File: src/design/bb3_pkg.sv
// shared types, register indexes and the reciprocal table for the box blur
package bb3_pkg;

	localparam int RECIP_SHIFT = 21;

	typedef enum logic [1:0] {
		REG_WIDTH  = 2'd0,
		REG_HEIGHT = 2'd1
	} bb3_reg_t;

	typedef struct packed {
		logic capture;
		logic read;
		logic sum;
		logic mul;
		logic load_out;
	} bb3_cmd_t;

	typedef struct packed {
		logic frame_open;
		logic emit;
		logic out_free;
	} bb3_sts_t;

	// ceil(2^21 / (2*cnt)), exact for numerators below 4600
	function automatic logic [20:0] recip(input logic [3:0] cnt);
		logic [20:0] r;
		case (cnt)
			4'd1: r = 21'd1048576;
			4'd2: r = 21'd524288;
			4'd3: r = 21'd349526;
			4'd4: r = 21'd262144;
			4'd5: r = 21'd209716;
			4'd6: r = 21'd174763;
			4'd7: r = 21'd149797;
			4'd8: r = 21'd131072;
			4'd9: r = 21'd116509;
			default: r = 21'd1048576;
		endcase
		return r;
	endfunction

endpackage

File: src/design/bb3_ctrl.sv
// sequencer for one request: read line stores, sum window, then scale and hand over a result if one is due
module bb3_ctrl
	import bb3_pkg::*;
(
	input  logic     clk,
	input  logic     arst_n,
	input  logic     in_valid,
	input  logic     opcode,
	output logic     in_ready,
	input  bb3_sts_t sts,
	output bb3_cmd_t cmd
);

	typedef enum logic [2:0] {
		ST_IDLE,
		ST_READ,
		ST_SUM,
		ST_MUL,
		ST_OUT
	} state_t;

	state_t state_q;
	logic   accept;

	assign in_ready = (state_q == ST_IDLE);
	assign accept   = in_valid && in_ready;

	always_comb begin
		cmd          = '0;
		// a flush while the frame is still open is dropped on the spot
		cmd.capture  = accept && !(opcode && sts.frame_open);
		cmd.read     = (state_q == ST_READ);
		cmd.sum      = (state_q == ST_SUM);
		cmd.mul      = (state_q == ST_MUL);
		cmd.load_out = (state_q == ST_OUT) && sts.out_free;
	end

	always_ff @(posedge clk or negedge arst_n) begin
		if (!arst_n) begin
			state_q <= ST_IDLE;
		end else begin
			case (state_q)
				ST_IDLE: begin
					if (cmd.capture) state_q <= ST_READ;
				end
				ST_READ: state_q <= ST_SUM;
				ST_SUM: begin
					state_q <= sts.emit ? ST_MUL : ST_IDLE;
				end
				ST_MUL: state_q <= ST_OUT;
				ST_OUT: begin
					if (sts.out_free) state_q <= ST_IDLE;
				end
				default: state_q <= ST_IDLE;
			endcase
		end
	end

endmodule

File: config.mk
export PLATFORM = sky130hd
export DESIGN_NAME = bb3_ctrl
export DESIGN_NICKNAME = d
export VERILOG_FILES = /design/src/design/bb3_pkg.sv /design/src/design/bb3_ctrl.sv
export SDC_FILE = /design/constraint.sdc
export NUM_CORES = 1
export LEC_CHECK = 0
export BUFFER_PORTS_ARGS = -buffer_cell sky130_fd_sc_hd__buf_2
export CAP_MARGIN = 20
export CORE_AREA = 2 2 39 41
export DETAILED_ROUTE_END_ITERATION = 8
export DIE_AREA = 0 0 41 43
export PLACE_DENSITY_LB_ADDON = 0.12
export RECOVER_POWER = 50
export SYNTH_ARGS = -nofsm -noshare
export SYNTH_HDL_FRONTEND = slang
export SYNTH_SLANG_ARGS = --single-unit
export TNS_END_PERCENT = 50
File: constraint.sdc
create_clock -name clk -period 1.7 [get_ports clk]
set_input_delay 0 -clock clk [delete_from_list [all_inputs] [get_ports clk]]
set_output_delay 0 -clock clk [all_outputs]
set_load 0.01 [all_outputs]
=== After elaboration in Yosys (flattened, before gate mapping) ===
Index checks and enable logic that the tools add are counted.

* Flip-flop bits (word level): 3
* Output and inout port bits: 6

* Equal/unequal tests: 6
* Mux-type cells: 4
* Reduce and logical (&&, ||, !) cells: 7

{| class="wikitable"
|+ Operators with widths
! cell !! count
|-
| one-hot mux 3 bit (5 select lines) || 1
|-
| equality test 3 x 2 -> 1 bit (second input constant) || 2
|-
| two-way mux 3 bit || 2
|-
| logical AND 1 bit || 4
|-
| equality test 3 x 1 -> 1 bit (second input constant) || 1
|-
| equality test 3 bit (second input constant) || 1
|-
| logical NOT 3 bit || 1
|-
| two-way mux 2 bit || 1
|-
| != test 2 x 1 -> 1 bit (second input constant) || 1
|-
| != test 2 bit (second input constant) || 1
|-
| AND reduction 2 bit || 1
|-
| logical NOT 1 bit || 1
|}

=== Logic depth before layout (Yosys ltp) ===
* Depth after elaboration: 5
* Depth in mapped cells: 2

=== Worst setup path before layout ===
No wires, ideal clock.

* Path type: flip-flop to flip-flop
* From: register state_q[1]
* To: register state_q[2]
* Library setup time: 0.124 ns
* Arrival: 0.876 ns
* Setup slack: 0.700 ns
* Cell stages (with the launch flop): 3
* Clock period less this slack: 1.000 ns
* Cells stage by stage: dfrtp_1 and3b_1 or2_1

{| class="wikitable"
|+ RTL lines
! item !! line !! RTL
|-
| start: declaration || bb3_ctrl.sv:22 || <nowiki>state_t state_q;</nowiki>
|-
| start signal: assignment || bb3_ctrl.sv:48 || <nowiki>state_q <= sts.emit ? ST_MUL : ST_IDLE;</nowiki>
|}

==> flow_summary.json <==
{
  "ant_nets": 0,
  "synth_top_area_share_pct": 40.8,
  "gp_congestion": 0.631,
  "hp-start": "in_valid",
  "drt-total-wl_um": 501,
  "worstPathRequired_ns": 1.70,
  "nets": 42,
  "cap_violations": 0,
  "gr-usage-met3_pct": 3.66,
  "grt.met2_usage_pct": 9.69,
  "synth_xor_area_share_pct": 0,
  "grt_max_degree": 10,
  "hp-class": "input pin to register",
  "crit_path_start": "state_q[2]$_DFFE_PN0P_",
  "syn-cell-area_sq_um": 184,
  "top_regs": "state_q: 3 flops",
  "fp.dieArea_sq_mm": 0.00176,
  "rrSetupSlack_ns": 0.67,
  "slew_violations": 0,
  "route.vias.total": 205,
  "period_minus_slack_ns": 1.22,
  "clkTransAtPathRegs_ns": 0.04,
  "drive_above_1_share_pct": 44.1,
  "port_buffers": 12,
  "synth_area_leaders": "dfrtp_1 41%, nor3b_1 8.2%, and4bb_1 6.8%",
  "synthMuxAreaShare_pct": 0,
  "synth_fa_ha_area_share_pct": 0,
  "antenna_cells": 0,
  "crit_arrival_ns": 1.22,
  "busiest_layer": "met4",
  "p_total_w": 0.000482,
  "setup_viol_count_final": 0,
  "cts_max_level": 1,
  "cts_inserted_buffers": 3,
  "status": "finished, final reports clean",
  "grt_use_met1_pct": 7.44,
  "utilization_pct": 21.6,
  "fill_cells": 159,
  "final_common_cell": "buf_2",
  "antenna_found_initial": 0,
  "synth_top_area_cell": "dfrtp_1",
  "path_max_fanout": 8,
  "finalCritPeriodShare_pct": 72.0,
  "post_cts_buffers": 0,
  "first_iter_violations": 0,
  "die_width_um": 41,
  "reg2reg_depth": 2,
  "yosysSeqAreaShare_pct": 40.8,
  "synth_nets": 24,
  "vias_per_cell": 4.10,
  "synth_cells": 17,
  "crit_type": "register to output port",
  "final.setup.tns_ns": 0,
  "pwr_density_cell_mw_per_mm2": 1610,
  "core_area_sq_mm": 0.00138,
  "die_y_um": 43,
  "grt_pass1_wl_um": 821,
  "cts_buffer_depth": 2,
  "ys_seq_elements": 3,
  "endpoint": "cmd[4]",
  "clkLatencyLatePin_ns": 0.23,
  "cts_tree": "built",
  "worst_pin_slew_ns": 0.265,
  "hold_violations": 0,
  "synth_top_family_by_area": "simple AND/OR/NAND/NOR gates",
  "postSynthAreaPerCell_sq_um": 10.8,
  "reg2reg_from": "state_q[1]$_DFFE_PN0P_",
  "initial_core_util_pct": 13.3,
  "gr-usage-all-layers_pct": 7.65,
  "wire_per_inst_um": 10.0,
  "critPathCaptureType": "output port",
  "fmax_mhz": 817,
  "ir_worst_vdd_mv": 0.471,
  "yosysWarnings": 0,
  "top_register": "state_q",
  "cts.sinks": 3,
  "grt_remaining_overflow": 0,
  "area_growth_pct": 62.6,
  "mostFrequentLayoutCells": "11 x buf_2, 3 x clkbuf_4, 3 x dfrtp_1",
  "core.rowCount": 14,
  "cp-start-kind": "register",
  "synth_compound_area_share_pct": 7.48,
  "r2r-end": "state_q[2]$_DFFE_PN0P_",
  "root_buffer": "clkbuf_4",
  "grt_pass1_vias": 217,
  "worst_clock_skew_ns": 0.00115,
  "dr.pass1.iters": 1,
  "rsz0062_at_grt": "false",
  "synth_cell_types": 14,
  "drcViolationCount": 0,
  "p_leak_nw": 0.152,
  "max_slew_margin_pct": 82.3,
  "ios": 13,
  "largest_reg_flops": 3,
  "yosys.area_share.simple_pct": 51.7
}
synth_stat cells:
master	n
a21oi_1	1
a31o_1	1
and3_1	1
and3b_1	1
and4bb_1	1
dfrtp_1	3
nand2_1	1
nand2b_1	1
nand3b_1	1
nor3_2	1
nor3b_1	2
nor4b_1	1
nor4bb_1	1
or2_1	1
worst max-delay path: stages, from the launching register on:
cell     delay, ns
dfrtp_1       0.45
nor3_2        0.25
and3_1        0.17
buf_2         0.12
how the worst min path moves through the flow:
stage	endpoint	slack, ns	cells after the start
3_5_place_dp	state_q[2]$_DFFE_PN0P_	-0.20	1
5_1_grt	state_q[0]$_DFFE_PN0P_	0.003	2
6_report	state_q[0]$_DFFE_PN0P_	0.01	2
4_1_cts	state_q[0]$_DFFE_PN0P_	0.003	2
3_3_place_gp	state_q[1]$_DFFE_PN0P_	-0.20	1
2_1_floorplan	state_q[0]$_DFFE_PN0P_	-0.30	0
cells by family after synthesis:
logic type,after synthesis
AO/OA/AOI/OAI,2
flip-flops,3
AND/OR/NAND/NOR,12
metrics by stage:
| step | instances | setup WS (ns) | hold slack (ns) | area [sq um] |
|---|---|---|---|---|
| after global placement | 45 | 0.679 | -0.198 | 264 |
| after detailed placement | 45 | 0.671 | -0.202 | 264 |
| after global routing | 50 | 0.432 | 0.00314 | 299 |
| final | 50 | 0.476 | 0.00966 | 299 |
| after floorplan | 17 | 0.700 | -0.296 | 184 |
| after CTS | 50 | 0.459 | 0.00307 | 300 |
timing repair:
action	in CTS	in global routing
hold buffers	1	0
endpoints found under the hold margin	3	0
resized for setup	0	0
power by group:
group | switching [W] | internal, W | leakage [nW]
clock network | 0.0000370 | 0.0000880 | 0.0150
registers | 0.0000622 | 0.000100 | 0.0394
logic | 0.0000845 | 0.000110 | 0.0978
total | 0.000184 | 0.000299 | 0.152
per-layer routing:
metal | vias to the layer above | part of all wire, %
met3 | 0 | 7.6
met1 | 100 | 40
met2 | 6 | 52
met5 | - | 0
li1 | 99 | -
met4 | 0 | 0
cell type report:
cell class                 count  area, sq um  area share (%)
multi-input combinational     14          109            36.4
timing repair buffer          13         68.8            23.0
clock buffer                   4         26.3            8.79
tap                           16         20.0            6.69
sequential                     3         75.1            25.1
(Power assumes the default switching activity.)
